==> config.mk <==
export PLATFORM = sky130hd
export DESIGN_NAME = marching_tetrahedra_voxel_edges
export DESIGN_NICKNAME = d
export VERILOG_FILES = /design/src/design/mtve_pkg.sv /design/src/design/mtve_ctrl.sv /design/src/design/mtve_datapath.sv /design/src/design/marching_tetrahedra_voxel_edges.sv
export SDC_FILE = /design/constraint.sdc
export NUM_CORES = 1
export LEC_CHECK = 0
export CORE_ASPECT_RATIO = 1.1
export CORE_MARGIN = 5
export CORE_UTILIZATION = 60
export CTS_BUF_LIST = sky130_fd_sc_hd__clkbuf_2 sky130_fd_sc_hd__clkbuf_4 sky130_fd_sc_hd__clkbuf_8
export CTS_CLUSTER_DIAMETER = 120
export DETAILED_ROUTE_END_ITERATION = 8
export DONT_BUFFER_PORTS = 1
export PLACE_DENSITY = 0.85
export RECOVER_POWER = 50
export SYNTH_ARGS = -nofsm -noshare
export SYNTH_HDL_FRONTEND = slang
export SYNTH_SLANG_ARGS = --single-unit
==> constraint.sdc <==
create_clock -name clk -period 23.7 [get_ports clk]
set_input_delay 3.555 -clock clk [delete_from_list [all_inputs] [get_ports clk]]
set_output_delay 3.555 -clock clk [all_outputs]
set_load 0.02 [all_outputs]
==> src/design/mtve_pkg.sv <==
// Package: types, tables and constants for the marching tetrahedra voxel edge block.
`timescale 1ns / 1ps
`default_nettype none
package mtve_pkg;

    localparam int TETRA_COUNT = 6;

    // Tetrahedron k uses ring entries k and k+1 as its third and fourth corners.
    localparam logic [2:0] RING [7] = '{3'd6, 3'd4, 3'd5, 3'd1, 3'd3, 3'd2, 3'd6};

    localparam logic [1:0] TRI_TOTAL [16] = '{
        2'd0, 2'd1, 2'd1, 2'd2, 2'd1, 2'd2, 2'd2, 2'd1,
        2'd1, 2'd2, 2'd2, 2'd1, 2'd2, 2'd1, 2'd1, 2'd0
    };

    // Entry is {first vertex position, second vertex position}.
    localparam logic [3:0] EDGE_TABLE [16][2][3] = '{
        '{'{4'h0, 4'h0, 4'h0}, '{4'h0, 4'h0, 4'h0}},
        '{'{4'h2, 4'h1, 4'h3}, '{4'h0, 4'h0, 4'h0}},
        '{'{4'h4, 4'h6, 4'h7}, '{4'h0, 4'h0, 4'h0}},
        '{'{4'h6, 4'h7, 4'h3}, '{4'h3, 4'h2, 4'h6}},
        '{'{4'h8, 4'hB, 4'h9}, '{4'h0, 4'h0, 4'h0}},
        '{'{4'h3, 4'hB, 4'h9}, '{4'h9, 4'h1, 4'h3}},
        '{'{4'h4, 4'h8, 4'hB}, '{4'hB, 4'h7, 4'h4}},
        '{'{4'hB, 4'h7, 4'h3}, '{4'h0, 4'h0, 4'h0}},
        '{'{4'hC, 4'hD, 4'hE}, '{4'h0, 4'h0, 4'h0}},
        '{'{4'hE, 4'h2, 4'h1}, '{4'h1, 4'hD, 4'hE}},
        '{'{4'h6, 4'hE, 4'hC}, '{4'hC, 4'h4, 4'h6}},
        '{'{4'h6, 4'hE, 4'h2}, '{4'h0, 4'h0, 4'h0}},
        '{'{4'hC, 4'hD, 4'h9}, '{4'h9, 4'h8, 4'hC}},
        '{'{4'hD, 4'h9, 4'h1}, '{4'h0, 4'h0, 4'h0}},
        '{'{4'hC, 4'h4, 4'h8}, '{4'h0, 4'h0, 4'h0}},
        '{'{4'h0, 4'h0, 4'h0}, '{4'h0, 4'h0, 4'h0}}
    };

    typedef enum logic {
        ST_IDLE,
        ST_SCAN
    } state_t;

    typedef struct packed {
        logic load;
        logic skip;
        logic emit;
    } cmd_t;

    typedef struct packed {
        logic cur_empty;
        logic rest_empty;
        logic edge_last;
        logic slot_free;
    } status_t;

    function automatic logic [3:0] tetra_code(input logic [7:0] signs, input logic [2:0] k);
        logic [2:0] k1;
        k1 = k + 3'd1;
        return {signs[RING[k1]], signs[RING[k]], signs[7], signs[0]};
    endfunction

endpackage
`default_nettype wire

==> src/design/mtve_ctrl.sv <==
// Controller: voxel acceptance and edge walk sequencing.
`timescale 1ns / 1ps
`default_nettype none
module mtve_ctrl (
    input  wire logic             clk,
    input  wire logic             rst_n,
    input  wire logic             in_valid,
    output logic                  in_ready,
    input  mtve_pkg::status_t     status,
    output mtve_pkg::cmd_t        cmd
);
    import mtve_pkg::*;

    state_t state_reg;
    state_t state_next;

    always_ff @(posedge clk or negedge rst_n)
    begin
        if (!rst_n)
        begin
            state_reg <= ST_IDLE;
        end
        else
        begin
            state_reg <= state_next;
        end
    end

    always_comb
    begin
        state_next = state_reg;
        cmd        = '0;
        in_ready   = 1'b0;
        case (state_reg)
            ST_IDLE:
            begin
                in_ready = 1'b1;
                if (in_valid)
                begin
                    cmd.load   = 1'b1;
                    state_next = ST_SCAN;
                end
            end
            ST_SCAN:
            begin
                if (status.cur_empty)
                begin
                    cmd.skip = 1'b1;
                    if (status.rest_empty)
                    begin
                        state_next = ST_IDLE;
                    end
                end
                else if (status.slot_free)
                begin
                    cmd.emit = 1'b1;
                    if (status.edge_last)
                    begin
                        state_next = ST_IDLE;
                    end
                end
            end
            default:
            begin
                state_next = ST_IDLE;
            end
        endcase
    end

endmodule
`default_nettype wire

==> src/design/mtve_datapath.sv <==
// Datapath: held voxel, walk counters, table lookup and output register.
`timescale 1ns / 1ps
`default_nettype none
module mtve_datapath (
    input  wire logic         clk,
    input  wire logic         rst_n,
    input  mtve_pkg::cmd_t    cmd,
    output mtve_pkg::status_t status,
    input  wire logic [7:0]   corner_negative,
    input  wire logic [31:0]  x_low,
    input  wire logic [31:0]  x_high,
    input  wire logic [31:0]  y_low,
    input  wire logic [31:0]  y_high,
    input  wire logic [31:0]  z_low,
    input  wire logic [31:0]  z_high,
    output logic              out_valid,
    input  wire logic         out_ready,
    output logic [2:0]        inside_corner,
    output logic [2:0]        outside_corner,
    output logic [31:0]       ax,
    output logic [31:0]       ay,
    output logic [31:0]       az,
    output logic [31:0]       bx,
    output logic [31:0]       by,
    output logic [31:0]       bz,
    output logic              triangle_end,
    output logic              voxel_last
);
    import mtve_pkg::*;

    logic [7:0]  signs_reg;
    logic [31:0] coord_reg [6];
    logic [2:0]  tetra_reg;
    logic        tri_reg;
    logic [1:0]  vert_reg;

    logic        out_valid_reg;
    logic [2:0]  inside_reg;
    logic [2:0]  outside_reg;
    logic [31:0] ax_reg, ay_reg, az_reg, bx_reg, by_reg, bz_reg;
    logic        tri_end_reg;
    logic        last_reg;

    logic [TETRA_COUNT-1:0] has_tris;
    logic [3:0]  code;
    logic [1:0]  total;
    logic [3:0]  entry;
    logic [2:0]  corner [4];
    logic [2:0]  c0, c1;
    logic        tri_last;
    logic        rest_empty;

    always_comb
    begin
        for (int k = 0; k < TETRA_COUNT; k++)
        begin
            has_tris[k] = TRI_TOTAL[tetra_code(signs_reg, 3'(k))] != 2'd0;
        end
        rest_empty = 1'b1;
        for (int k = 0; k < TETRA_COUNT; k++)
        begin
            if (3'(k) > tetra_reg && has_tris[k])
            begin
                rest_empty = 1'b0;
            end
        end
        code      = tetra_code(signs_reg, tetra_reg);
        total     = TRI_TOTAL[code];
        entry     = EDGE_TABLE[code][tri_reg][vert_reg];
        corner[0] = 3'd0;
        corner[1] = 3'd7;
        corner[2] = RING[tetra_reg];
        corner[3] = RING[3'(tetra_reg + 3'd1)];
        c0        = corner[entry[3:2]];
        c1        = corner[entry[1:0]];
        tri_last  = tri_reg || (total == 2'd1);
    end

    assign status.cur_empty  = (total == 2'd0);
    assign status.rest_empty = rest_empty;
    assign status.edge_last  = (vert_reg == 2'd2) && tri_last && rest_empty;
    assign status.slot_free  = !out_valid_reg || out_ready;

    // Walk position, back to zero when the voxel is done
    always_ff @(posedge clk or negedge rst_n)
    begin
        if (!rst_n)
        begin
            tetra_reg <= '0;
            tri_reg   <= 1'b0;
            vert_reg  <= '0;
        end
        else if (cmd.load)
        begin
            tetra_reg <= '0;
            tri_reg   <= 1'b0;
            vert_reg  <= '0;
        end
        else if (cmd.skip)
        begin
            if (rest_empty)
            begin
                tetra_reg <= '0;
            end
            else
            begin
                tetra_reg <= tetra_reg + 3'd1;
            end
        end
        else if (cmd.emit)
        begin
            if (vert_reg == 2'd2)
            begin
                vert_reg <= '0;
                if (tri_last)
                begin
                    tri_reg <= 1'b0;
                    if (rest_empty)
                    begin
                        tetra_reg <= '0;
                    end
                    else
                    begin
                        tetra_reg <= tetra_reg + 3'd1;
                    end
                end
                else
                begin
                    tri_reg <= 1'b1;
                end
            end
            else
            begin
                vert_reg <= vert_reg + 2'd1;
            end
        end
    end

    always_ff @(posedge clk or negedge rst_n)
    begin
        if (!rst_n)
        begin
            signs_reg <= '0;
        end
        else if (cmd.load)
        begin
            signs_reg <= corner_negative;
        end
    end

    always_ff @(posedge clk)
    begin
        if (cmd.load)
        begin
            coord_reg[0] <= x_low;
            coord_reg[1] <= x_high;
            coord_reg[2] <= y_low;
            coord_reg[3] <= y_high;
            coord_reg[4] <= z_low;
            coord_reg[5] <= z_high;
        end
    end

    // Output register
    always_ff @(posedge clk or negedge rst_n)
    begin
        if (!rst_n)
        begin
            out_valid_reg <= 1'b0;
        end
        else if (cmd.emit)
        begin
            out_valid_reg <= 1'b1;
        end
        else if (out_ready)
        begin
            out_valid_reg <= 1'b0;
        end
    end

    always_ff @(posedge clk)
    begin
        if (cmd.emit)
        begin
            inside_reg  <= c0;
            outside_reg <= c1;
            ax_reg      <= c0[2] ? coord_reg[1] : coord_reg[0];
            ay_reg      <= c0[1] ? coord_reg[3] : coord_reg[2];
            az_reg      <= c0[0] ? coord_reg[5] : coord_reg[4];
            bx_reg      <= c1[2] ? coord_reg[1] : coord_reg[0];
            by_reg      <= c1[1] ? coord_reg[3] : coord_reg[2];
            bz_reg      <= c1[0] ? coord_reg[5] : coord_reg[4];
            tri_end_reg <= (vert_reg == 2'd2);
            last_reg    <= status.edge_last;
        end
    end

    assign out_valid      = out_valid_reg;
    assign inside_corner  = inside_reg;
    assign outside_corner = outside_reg;
    assign ax             = ax_reg;
    assign ay             = ay_reg;
    assign az             = az_reg;
    assign bx             = bx_reg;
    assign by             = by_reg;
    assign bz             = bz_reg;
    assign triangle_end   = tri_end_reg;
    assign voxel_last     = last_reg;

endmodule
`default_nettype wire

==> src/design/marching_tetrahedra_voxel_edges.sv <==
// Top level: marching tetrahedra crossing-edge generator for one voxel per transfer.
//
//  channel | handshake          | payload
//  --------+--------------------+-------------------------------------------------
//  in      | in_valid/in_ready  | corner_negative, x/y/z low and high bounds
//  out     | out_valid/out_ready| corner pair, endpoint coords, triangle_end, voxel_last
//
// One voxel at a time: after the accept, each result edge is emitted in turn and
// each uniform tetrahedron met on the walk is skipped.
// in_ready rises the cycle after the last edge is registered or an empty voxel is skipped; the sequencer walks
// tetrahedra, triangles and vertices with a single table lookup.
// Output stalls hold emits, not skips; reset clears the sequencer and the output valid.
`timescale 1ns / 1ps
`default_nettype none
module marching_tetrahedra_voxel_edges (
    input  wire logic        clk,
    input  wire logic        rst_n,
    input  wire logic        in_valid,
    output logic             in_ready,
    input  wire logic [7:0]  corner_negative,
    input  wire logic [31:0] x_low,
    input  wire logic [31:0] x_high,
    input  wire logic [31:0] y_low,
    input  wire logic [31:0] y_high,
    input  wire logic [31:0] z_low,
    input  wire logic [31:0] z_high,
    output logic             out_valid,
    input  wire logic        out_ready,
    output logic [2:0]       inside_corner,
    output logic [2:0]       outside_corner,
    output logic [31:0]      ax,
    output logic [31:0]      ay,
    output logic [31:0]      az,
    output logic [31:0]      bx,
    output logic [31:0]      by,
    output logic [31:0]      bz,
    output logic             triangle_end,
    output logic             voxel_last
);
    import mtve_pkg::*;

    cmd_t    cmd;
    status_t status;

    mtve_ctrl u_ctrl (
        .clk      (clk),
        .rst_n    (rst_n),
        .in_valid (in_valid),
        .in_ready (in_ready),
        .status   (status),
        .cmd      (cmd)
    );

    mtve_datapath u_datapath (
        .clk             (clk),
        .rst_n           (rst_n),
        .cmd             (cmd),
        .status          (status),
        .corner_negative (corner_negative),
        .x_low           (x_low),
        .x_high          (x_high),
        .y_low           (y_low),
        .y_high          (y_high),
        .z_low           (z_low),
        .z_high          (z_high),
        .out_valid       (out_valid),
        .out_ready       (out_ready),
        .inside_corner   (inside_corner),
        .outside_corner  (outside_corner),
        .ax              (ax),
        .ay              (ay),
        .az              (az),
        .bx              (bx),
        .by              (by),
        .bz              (bz),
        .triangle_end    (triangle_end),
        .voxel_last      (voxel_last)
    );

endmodule
`default_nettype wire
==> impl_results.md, run 1 <==
- CTS tree: yes
- Floorplan row count: between 60 and 70
- Wirelength per Cell: roughly 27 um
- Hold path depth: 1
- Drt pass-1 iters: 7
- Fmax: about 0.10 GHz
- Tightest Hold Check Type: flop to flop
- Commonest non-fill, non-tap cell in the layout: edfxtp_1
- Htree depth: 3
- Grt total ovfl: 0
- Port Buffer Count: 0
- Routed vias: slightly above 10000
- Critical R2R Launch: u_ctrl.state_reg
- Top_reg_cell synth: edfxtp_1
- Antenna-violating nets left: 0
- Sum of negative setup slack: 0 ns
- CP startpoint kind: input port
- Post-synth EDFFs: between 300 and 400
- Share of layout cells above drive strength 1: 0.229
- Worst EP arrival: around 10 ns
- Hold Path End: u_ctrl.state_reg
- Core area: between 0.02 and 0.03 sq mm
- Reg clk slew, reported paths: around 0.060 ns
- Largest net degree at the start of global routing: roughly 140
- Routed vias/inst: roughly 6.6
- Hold Startpoint: u_ctrl.state_reg
- Crit Path Class: input port to flop
- Clock Skews: between 0.02 and 0.025 ns
- Hold Fails Final Rpt: 0
- RR Endpoint: u_datapath.vert_reg[1]
- HPWL after detailed placement: ~29 mm
- Status: finished, violations left
- Cts repair resizes: 0
- Async S/R FF share, synth: 0.0392
- Global Route Usage Sum: 0.244
- First-pass GRT wire length: 62.5 mm
- Synth-to-layout area growth: 8.31%
- Reg2reg path depth: 6
- Post-synthesis sequential area ratio: 0.674
- Multi-input gate area: 0.00545 sq mm
- Clock latency at the later pin of the worst-skew pair: slightly below 0.6 ns
- Routability cong.: roughly 0.9
- Worst Tran Pin Value: 5.80 ns
- DRC errors left: 0
- CTS Sinks: 408
- Antenna violations before repair: 16
- Max cap viols: 1
- Relative slew slack: -2.87
- Vias in the first global route: between 10000 and 15000
- Clock root cell: clkbuf_8
- Die area: about 0.034 sq mm
- Setup slack, reg-to-reg: about 16 ns
- Syn_area_per_cell: 16.2 sq um
- RSZ-0062 raised after global routing: false
- Cts hold-fix bufs: 0
- Register area: 0.0122 sq mm
- CP required: about 24 ns
- IO Pins: roughly 410
- Final period util: 0.420
- Commonest cells after routing, fill and taps aside: 392 x edfxtp_1, 141 x nand2_1, 105 x mux2i_1, 89 x mux2_4, 68 x clkbuf_8
- Final Setup Violations: 0
- Max reg flops: about 190
- Post-Syn Nets: about 1300
- Failing checks: max-capacitance violations, max-slew violations
- DIE HEIGHT: approximately 190 um
- Leading area contributor after synthesis: edfxtp_1
- Post-Syn Area: ~0.018 sq mm
- CP Max Fanout: around 140
- Synth top area cells: edfxtp_1 65%, mux2_4 7.4%, mux2i_1 5.8%, o221a_1 3.7%, nand2_1 2.9%
- Flops & latches, synth: slightly above 400
- Final WL: 42.1 mm
- Tmin final: between 9 and 10 ns
- Synth Warn #: 0
- Longest Clk Path Bufs: 3
- Initial Util: 0.609
- Cell count after synthesis: between 1000 and 1500
- Initial DRC Count: between 900 and 1000
- Die width: between 150 and 200 um
- CP endpoint kind: flop
- Post-CTS Setup Bufs: 0
- Num CTS Buffers: 66
- Final net count: 1344
- Synth cell types: 63
- Share of the synthesized area in the top cell type: 0.652
- Fillers: between 1500 and 2000
- Fin. max-slew vios: roughly 140
-- routing by layer --
| layer | track usage | share of wire | up-vias |
|---|---|---|---|
| met5 | 0 | 0.0023 | - |
| met1 | 0.302 | 0.37 | 5098 |
| met2 | 0.397 | 0.50 | 555 |
| met4 | 0.0976 | 0.032 | 12 |
| met3 | 0.0860 | 0.098 | 101 |
| li1 | - | - | 4465 |
-- cells in the mapped netlist, drive strengths merged (3+ instances only) --
library cell  instances
edfxtp              392
nand2               141
mux2i               109
mux2                100
o221a                96
buf                  48
nor2                 24
o21ai                24
clkbuf               19
a21oi                16
dfrtp                16
inv                  14
ha                   12
nand3                 8
and2                  7
nor3                  7
and3                  6
a22oi                 5
a31oi                 5
nor2b                 5
o22a                  5
or4                   5
a21boi                4
o41ai                 4
a2111oi               3
a211oi                3
nand2b                3
or2                   3
-- logic make-up (layout without fill, tap and decap cells) --
kind of cell,count (synthesis),count (layout),share of synthesized area
muxes,210,210,0.145
adders and majority gates,12,12,0.00832
AOI/OAI and AO/OA,186,186,0.0949
DFF,408,408,0.674
and+or+nand+nor,215,215,0.0520
buffers and inverters,81,142,0.0252
other,0,9,0
-- through the flow --
step                      hold slack [ns]  worst slack [ns]  cell area, sq um  cells  utilization
after floorplan                     0.503             10.40             18100   1112            -
after global placement              0.520             17.02             18300   1434        0.616
after detailed placement            0.549             16.78             18300   1434        0.616
after CTS                           0.563             16.77             19500   1547        0.659
after global routing                0.579             12.90             19600   1555        0.659
final                               0.573             13.74             19600   1556        0.660
-- worst max path at each step --
| stage | from | endpoint | cells after the start |
|---|---|---|---|
| detailed placement | u_datapath.tetra_reg[1] | u_datapath.az[12] | 15 |
| CTS | u_datapath.tetra_reg[1] | u_datapath.az[12] | 15 |
| global placement | u_datapath.tetra_reg[1] | u_datapath.az[31] | 15 |
| global route | in_valid | u_datapath.vert_reg[1] | 5 |
| floorplan | out_ready | u_datapath.tri_reg | 5 |
| finish | in_valid | u_datapath.vert_reg[1] | 5 |
-- layout make-up --
cell class | instances | share of cell area
Antenna cell | 9 | 0.00115
Tap cell | 374 | 0.0239
Inverter | 14 | 0.00275
Timing Repair Buffer | 15 | 0.00576
Clock inverter | 33 | 0.0127
Sequential cell | 408 | 0.622
Multi-Input combinational cell | 623 | 0.279
Clock buffer | 80 | 0.0525
-- critical path, stage by stage --
cell,delay (ns)
nand2_1,0.23
clkinvlp_2,4.22
buf_4,1.95
nor2_1,0.26
a22o_1,0.16
Power of run 1 is left out: the tool's default activity adds up to more than one toggle a clock period on the data nets, which glitch-free logic cannot reach.
==> inputs of run 2 (changes only) <==
--- a/config.mk
+++ b/config.mk
@@ -5,14 +5,15 @@
 export SDC_FILE = /design/constraint.sdc
 export NUM_CORES = 1
 export LEC_CHECK = 0
+export ABC_AREA = 1
 export CORE_ASPECT_RATIO = 1.1
 export CORE_MARGIN = 5
-export CORE_UTILIZATION = 60
+export CORE_UTILIZATION = 59
 export CTS_BUF_LIST = sky130_fd_sc_hd__clkbuf_2 sky130_fd_sc_hd__clkbuf_4 sky130_fd_sc_hd__clkbuf_8
 export CTS_CLUSTER_DIAMETER = 120
 export DETAILED_ROUTE_END_ITERATION = 8
 export DONT_BUFFER_PORTS = 1
-export PLACE_DENSITY = 0.85
+export PLACE_DENSITY = 0.87
 export RECOVER_POWER = 50
 export SYNTH_ARGS = -nofsm -noshare
 export SYNTH_HDL_FRONTEND = slang
==> constraint.sdc (replaced) <==
create_clock -name clk -period 8.74 [get_ports clk]
set_input_delay 1.311 -clock clk [delete_from_list [all_inputs] [get_ports clk]]
set_output_delay 1.311 -clock clk [all_outputs]
set_load 0.02 [all_outputs]
==> run 2 against run 1 <==
Net effect:
- the flow now finishes without violations
- critical path depth grew 12
- die area shrank 6.1%
- worst setup slack got worse by 9.9 ns
- synthesized area decreased by 8.0%
- flip-flop and latch count unchanged
- hold slack lost 0.18 ns
- register-to-register slack got worse by 12 ns
- cell count grew 15%
- global-route usage rose by 0.42 points
- sequential share of layout area up 5.4 points
- wire length decreased by 2.3%
- critical endpoint is now u_datapath.ax[29]
- largest cell class unchanged
==> impl_results.md, run 2 <==
- Critical R2R Launch: u_datapath.tetra_reg[1]
- Grt total ovfl: 0
- Top_reg_cell synth: edfxtp_1
- Count leader, synth: nand2_1
- Htree depth: 2
- Setup slack, reg-to-reg: roughly 3.8 ns
- Routed vias: approximately 11000
- Floorplan row count: 64
- CP most frequent cell: nand2_1
- Worst EP arrival: 5.11 ns
- Tmin final: 4.92 ns
- Fin. max-slew vios: 0
- CP required: approximately 8.9 ns
- Core area: ~0.028 sq mm
- Register area: around 0.012 sq mm
- Largest family of logic cells by synthesized area: simple AND/OR/NAND/NOR gates
- Final WL: ~41 mm
- Post-synthesis sequential area ratio: 0.733
- CP Max Fanout: 73
- Drt pass-1 iters: 6
- Max cap viols: 0
- CP max stage cell: buf_4
- Share of layout cells above drive strength 1: 0.102
- Reg2reg path depth: 17
- Slowest cell delay on critical path: 0.81 ns
- Crit Path Class: flop to flop
- Largest net degree at the start of global routing: roughly 120
- CP endpoint kind: flop
- Tightest Hold Check Type: input port to asynchronous set/reset pin
- Global Route Usage Sum: 0.248
- Final Setup Violations: 0
- Top delay family on crit path: simple AND/OR/NAND/NOR gates
- Initial Util: 0.598
- Post-CTS Setup Bufs: 0
- Synth-to-layout area growth: 8.35%
- Synth top area cells: edfxtp_1 71%, nand2_1 11%, nand3_1 7.9%, dfrtp_1 2.4%, ha_1 0.90%
- Routed vias/inst: ~6.2
- Crit. path cell count: 17
- Final net count: approximately 1600
- Reg clk slew, reported paths: ~0.06 ns
- Cell count after synthesis: about 1400
- Relative slew slack: 0.248
- Vias in the first global route: around 11000
- Longest Clk Path Bufs: 3
- Async S/R FF share, synth: 0.0392
- Worst Tran Pin Value: ~1.1 ns
- CTS tree: yes
- Compound-Gate Fraction of Synth Area: 0.0137
- CP bufs+invs: 4
- Fmax: approximately 0.20 GHz
- Wirelength per Cell: between 20 and 25 um
- Commonest non-fill, non-tap cell in the layout: nand2_1
- Fillers: ~1800
- Post-Syn Area: 0.0166 sq mm
- Final period util: 0.563
- First-pass GRT wire length: around 61 mm
- Clock root cell: clkbuf_8
- Antenna violations before repair: 11
- Clock Skews: approximately 0.042 ns
- Cts hold-fix bufs: 0
- Die width: about 170 um
- Num CTS Buffers: 58
- Synth cell types: 35
- CP Cell Sequence: ha_1 > inv_1 > ha_1 > inv_2 > nand2_2 > nand2_2 > nand2_1 > nand3_1 > nand2_1 > nand2_1 > nand2_2 > nand3_1 > nand2_1 > nor2_1 > nor3_4 > buf_4 > buf_4
- Most common library cells after synthesis: 479 x nand2_1, 392 x edfxtp_1, 261 x nand3_1, 38 x inv_1, 27 x buf_2
- Flops & latches, synth: ~410
- Synth Area in XOR/XNOR: 0
- Post-synthesis mux area share: 0
- DRC errors left: 0
- Worst setup path end: u_datapath.ax[29]
- RR Endpoint: u_datapath.ax[29]
- Hold Fails Final Rpt: 0
- CTS Sinks: 408
- Synth Warn #: 0
- Antenna-violating nets left: 0
- Post-Syn Nets: ~1600
- Syn_area_per_cell: roughly 12 sq um
- Initial DRC Count: between 1500 and 2000
- Share of the synthesized area in the top cell type: 0.709
- Commonest cells after routing, fill and taps aside: 479 x nand2_1, 392 x edfxtp_1, 261 x nand3_1, 61 x clkbuf_8, 37 x inv_1
- DIE HEIGHT: 186 um
- IO Pins: 406
- Sum of negative setup slack: 0 ns
- Max reg flops: roughly 190
- Cts repair resizes: 0
- Die area: around 0.032 sq mm
- Worst setup path startpoint: u_datapath.tetra_reg[1]
- RSZ-0062 raised after global routing: false
- Post-synthesis simple-gate area fraction: 0.212
- Status: complete, no violations
- Clock latency at the later pin of the worst-skew pair: roughly 0.61 ns
- Leading area contributor after synthesis: edfxtp_1
- Multi-input gate area: approximately 0.004 sq mm
- Post-synth EDFFs: about 400
- CP startpoint kind: flop
- HPWL after detailed placement: between 20 and 30 mm
- Routability cong.: ~0.93
- Synth Area in Adders: 0.00904
- Port Buffer Count: 0
## run 2: final cells by class
| cell class | count | share of cell area |
|---|---|---|
| Sequential cell | 408 | 0.676 |
| Multi-Input combinational cell | 853 | 0.217 |
| Clock buffer | 76 | 0.0529 |
| Tap cell | 363 | 0.0252 |
| Clock inverter | 28 | 0.0148 |
| Inverter | 46 | 0.0102 |
| Timing Repair Buffer | 5 | 0.00209 |
| Antenna cell | 12 | 0.00167 |
## run 2: worst register-to-register path: stages (launching register included)
cell and delay, ns:
dfrtp_1 0.52, ha_1 0.27, inv_1 0.07, ha_1 0.38, inv_2 0.07, nand2_2 0.10
nand2_2 0.09, nand2_1 0.06, nand3_1 0.08, nand2_1 0.08, nand2_1 0.06, nand2_2 0.27
nand3_1 0.15, nand2_1 0.10, nor2_1 0.10, nor3_4 0.55, buf_4 0.61, buf_4 0.84
## run 2: metal layers
layer,wire [um],vias to the layer above,global-route usage
met5,0,-,0
met4,2140,0,0.117
met3,5230,143,0.0709
met2,20100,927,0.412
met1,13700,5286,0.304
li1,-,4821,-
## run 2: per-stage QoR
stage | setup WS, ns | utilization | hold WS (ns) | cell area (sq um) | cells
after floorplan | 0.846 | - | 0.489 | 16600 | 1368
after global placement | 3.99 | 0.603 | 0.507 | 16700 | 1675
after detailed placement | 3.94 | 0.603 | 0.526 | 16700 | 1675
after CTS | 3.92 | 0.647 | 0.372 | 18000 | 1779
after global routing | 3.44 | 0.647 | 0.362 | 18000 | 1788
final | 3.82 | 0.648 | 0.392 | 18000 | 1791
## run 2: cells by family after synthesis
logic type,count (synthesis)
DFF,408
adders and majority gates,12
and+or+nand+nor,804
buffers and inverters,107
AOI/OAI and AO/OA,37
## run 2: worst min-delay path by stage
| stage | endpoint | slack [ns] |
|---|---|---|
| 6_report | u_datapath.tri_reg | 0.39 |
| 5_1_grt | u_datapath.signs_reg[5] | 0.36 |
| 4_1_cts | u_datapath.signs_reg[5] | 0.37 |
| 3_5_place_dp | u_datapath.az[30] | 0.53 |
| 3_3_place_gp | u_ctrl.state_reg | 0.51 |
| 2_1_floorplan | u_ctrl.state_reg | 0.49 |
Power of run 2 is left out for the same reason.
==> inputs of run 3 (changes only) <==
--- a/config.mk
+++ b/config.mk
@@ -5,15 +5,15 @@
 export SDC_FILE = /design/constraint.sdc
 export NUM_CORES = 1
 export LEC_CHECK = 0
-export ABC_AREA = 1
+export ABC_AREA = 0
 export CORE_ASPECT_RATIO = 1.1
 export CORE_MARGIN = 5
-export CORE_UTILIZATION = 59
+export CORE_UTILIZATION = 60
 export CTS_BUF_LIST = sky130_fd_sc_hd__clkbuf_2 sky130_fd_sc_hd__clkbuf_4 sky130_fd_sc_hd__clkbuf_8
 export CTS_CLUSTER_DIAMETER = 120
 export DETAILED_ROUTE_END_ITERATION = 8
 export DONT_BUFFER_PORTS = 1
-export PLACE_DENSITY = 0.87
+export PLACE_DENSITY = 0.85
 export RECOVER_POWER = 50
 export SYNTH_ARGS = -nofsm -noshare
 export SYNTH_HDL_FRONTEND = slang
==> constraint.sdc (replaced) <==
create_clock -name clk -period 4.6 [get_ports clk]
set_input_delay 0.69 -clock clk [delete_from_list [all_inputs] [get_ports clk]]
set_output_delay 0.69 -clock clk [all_outputs]
set_load 0.02 [all_outputs]
==> run 3 against run 2 <==
Net effect:
- the flow now finishes with violations (max-capacitance violations, max-slew violations)
- worst setup slack got worse by 3.7 ns
- count of clock-buffer cells in the layout decreased by 1
- utilization increased by 2.9 points
- first-iteration DRC count decreased by 43%
- hold slack got worse by 0.25 ns
- global-route usage increased by 0.15 points
- highest routed layer is now met5
==> impl_results.md, run 3 (same netlist as run 1, synthesis figures left out) <==
- Longest Clk Path Bufs: 3
- Routed vias: 10300
- Setup slack, reg-to-reg: roughly 0.16 ns
- Initial DRC Count: 861
- Share of layout cells above drive strength 1: 0.254
- RSZ-0062 raised after global routing: false
- Status: finished, violations left
- Antenna-violating nets left: 0
- Clock Skews: between 0.02 and 0.025 ns
- Final period util: 0.966
- Drt pass-1 iters: 5
- Final setup margin: between 0.15 and 0.2 ns
- Reg2reg path depth: 15
- Hold Fails Final Rpt: 0
- Wirelength per Cell: 27.6 um
- Port Buffer Count: 0
- Vias in the first global route: a little over 10000
- Critical R2R Launch: u_datapath.tetra_reg[0]
- Largest net degree at the start of global routing: approximately 130
- Fin. max-slew vios: between 70 and 80
- Final WL: between 40 and 50 mm
- Setup WS pre-CTS: 0.0413 ns
- Final net count: about 1400
- Commonest non-fill, non-tap cell in the layout: edfxtp_1
- Final Setup Violations: 0
- Hold Path End: u_datapath.coord_reg[2][2]
- Fillers: between 1500 and 2000
- CTS tree: yes
- Tmin final: ~4.4 ns
- DIE HEIGHT: between 150 and 200 um
- CP endpoint kind: flop
- Worst Tran Pin Value: between 2 and 3 ns
- Grt total ovfl: 0
- Fmax: 0.225 GHz
- CTS Sinks: between 400 and 500
- DRC errors left: 0
- IO Pins: 406
- Fin cells: 1585
- Tightest Hold Check Type: input port to flop
- Hold Startpoint: y_low[2]
- RR Endpoint: u_datapath.by[31]
- Die area: roughly 0.034 sq mm
- Hold path depth: 0
- Sum of negative setup slack: 0 ns
- Max cap viols: 1
- Routability cong.: between 0.9 and 1
- Initial Util: 0.609
- Clock root cell: clkbuf_8
- Num CTS Buffers: 61
- Commonest cells after routing, fill and taps aside: 392 x edfxtp_1, 140 x nand2_1, 104 x mux2i_1, 89 x mux2_4, 63 x clkbuf_8
- Crit Path Class: flop to flop
- Final Util: 0.677
- Core area: approximately 0.030 sq mm
- Antenna violations before repair: 17
- Failing checks: max-capacitance violations, max-slew violations
- CP required: approximately 5.0 ns
- Worst EP arrival: about 4.8 ns
- CP Max Fanout: 12
- Reg clk slew, reported paths: ~0.07 ns
- First-pass GRT wire length: between 60 and 70 mm
- HPWL after detailed placement: ~30 mm
- DP Cell Count: between 1000 and 1500
- Synth-to-layout area growth: 11.2%
- Floorplan row count: 66
- Global Route Usage Sum: 0.250
- Htree depth: 2
- Clock latency at the later pin of the worst-skew pair: ~0.64 ns
- Relative slew slack: -0.918
- CP startpoint kind: flop
- Die width: 175 um
- Routed vias/inst: between 6 and 7
- Max reg flops: 192
[run 3: changes by cell type in the layout (fill, tap and decap cells not counted), sizes merged, moves of 29 or more]
cell / previous run / this run
nand2: 503 / 141
nand3: 265 / 8
mux2i: 0 / 109
mux2: 0 / 100
o221a: 0 / 96
buf: 5 / 37
inv: 46 / 17
[run 3: worst max path at each step]
stage | start | end | slack [ns]
global route | u_datapath.tetra_reg[0] | u_datapath.ay[22] | 0.04
finish | u_datapath.tetra_reg[0] | u_datapath.by[31] | 0.16
global placement | u_datapath.tetra_reg[0] | u_datapath.ay[14] | 0.13
detailed placement | u_datapath.tetra_reg[0] | u_datapath.ay[22] | 0.04
CTS | u_datapath.tetra_reg[0] | u_datapath.ay[22] | 0.005
floorplan | u_datapath.tetra_reg[1] | u_datapath.tri_reg | -1.78
[run 3: metal layers]
layer,part of all wire,GRT usage,vias to the layer above
met5,0.0019,0,-
met2,0.50,0.422,545
met4,0.032,0.0958,12
met3,0.10,0.0970,110
met1,0.37,0.291,5147
li1,-,-,4507
[run 3: timing repair]
action	4_1_cts	5_1_grt
resized for setup	0	10
hold buffers	1	0
setup buffers	0	3
endpoints found under the setup margin	0	191
endpoints found under the hold margin	16	0
[run 3: stage by stage]
| stage | hold slack [ns] | cell area, sq um |
|---|---|---|
| 6_report | 0.143 | 20100 |
| 5_1_grt | 0.0958 | 20100 |
| 4_1_cts | 0.110 | 20000 |
| 3_5_place_dp | 0.395 | 18600 |
| 3_3_place_gp | 0.395 | 18600 |
| 2_1_floorplan | 0.394 | 18100 |
[run 3: final cells by class]
type                    count  area [sq um]  share of cell area
flip-flops and latches    408         12200               0.607
multi-input cells         623          5530               0.275
clock buffers              75           957              0.0477
repair buffers             39           526              0.0262
well taps                 374           468              0.0233
clock inverters            41           339              0.0169
inverters                  14          52.6             0.00262
diodes                     11          27.5             0.00137
[run 3: worst max-delay path: stages, from the launching register on]
cell and delay, ns:
dfrtp_2 0.43, ha_4 0.18, inv_2 0.05, ha_4 0.32, mux2i_4 0.26, mux2_2 0.36
o22a_1 0.25, and2_4 0.22, and3_4 0.17, or4_4 0.54, a221oi_4 0.27, o32ai_4 0.19
mux2i_4 0.20, buf_4 0.19, buf_12 0.17, mux2_2 0.35
Power of run 3 is left out for the same reason.
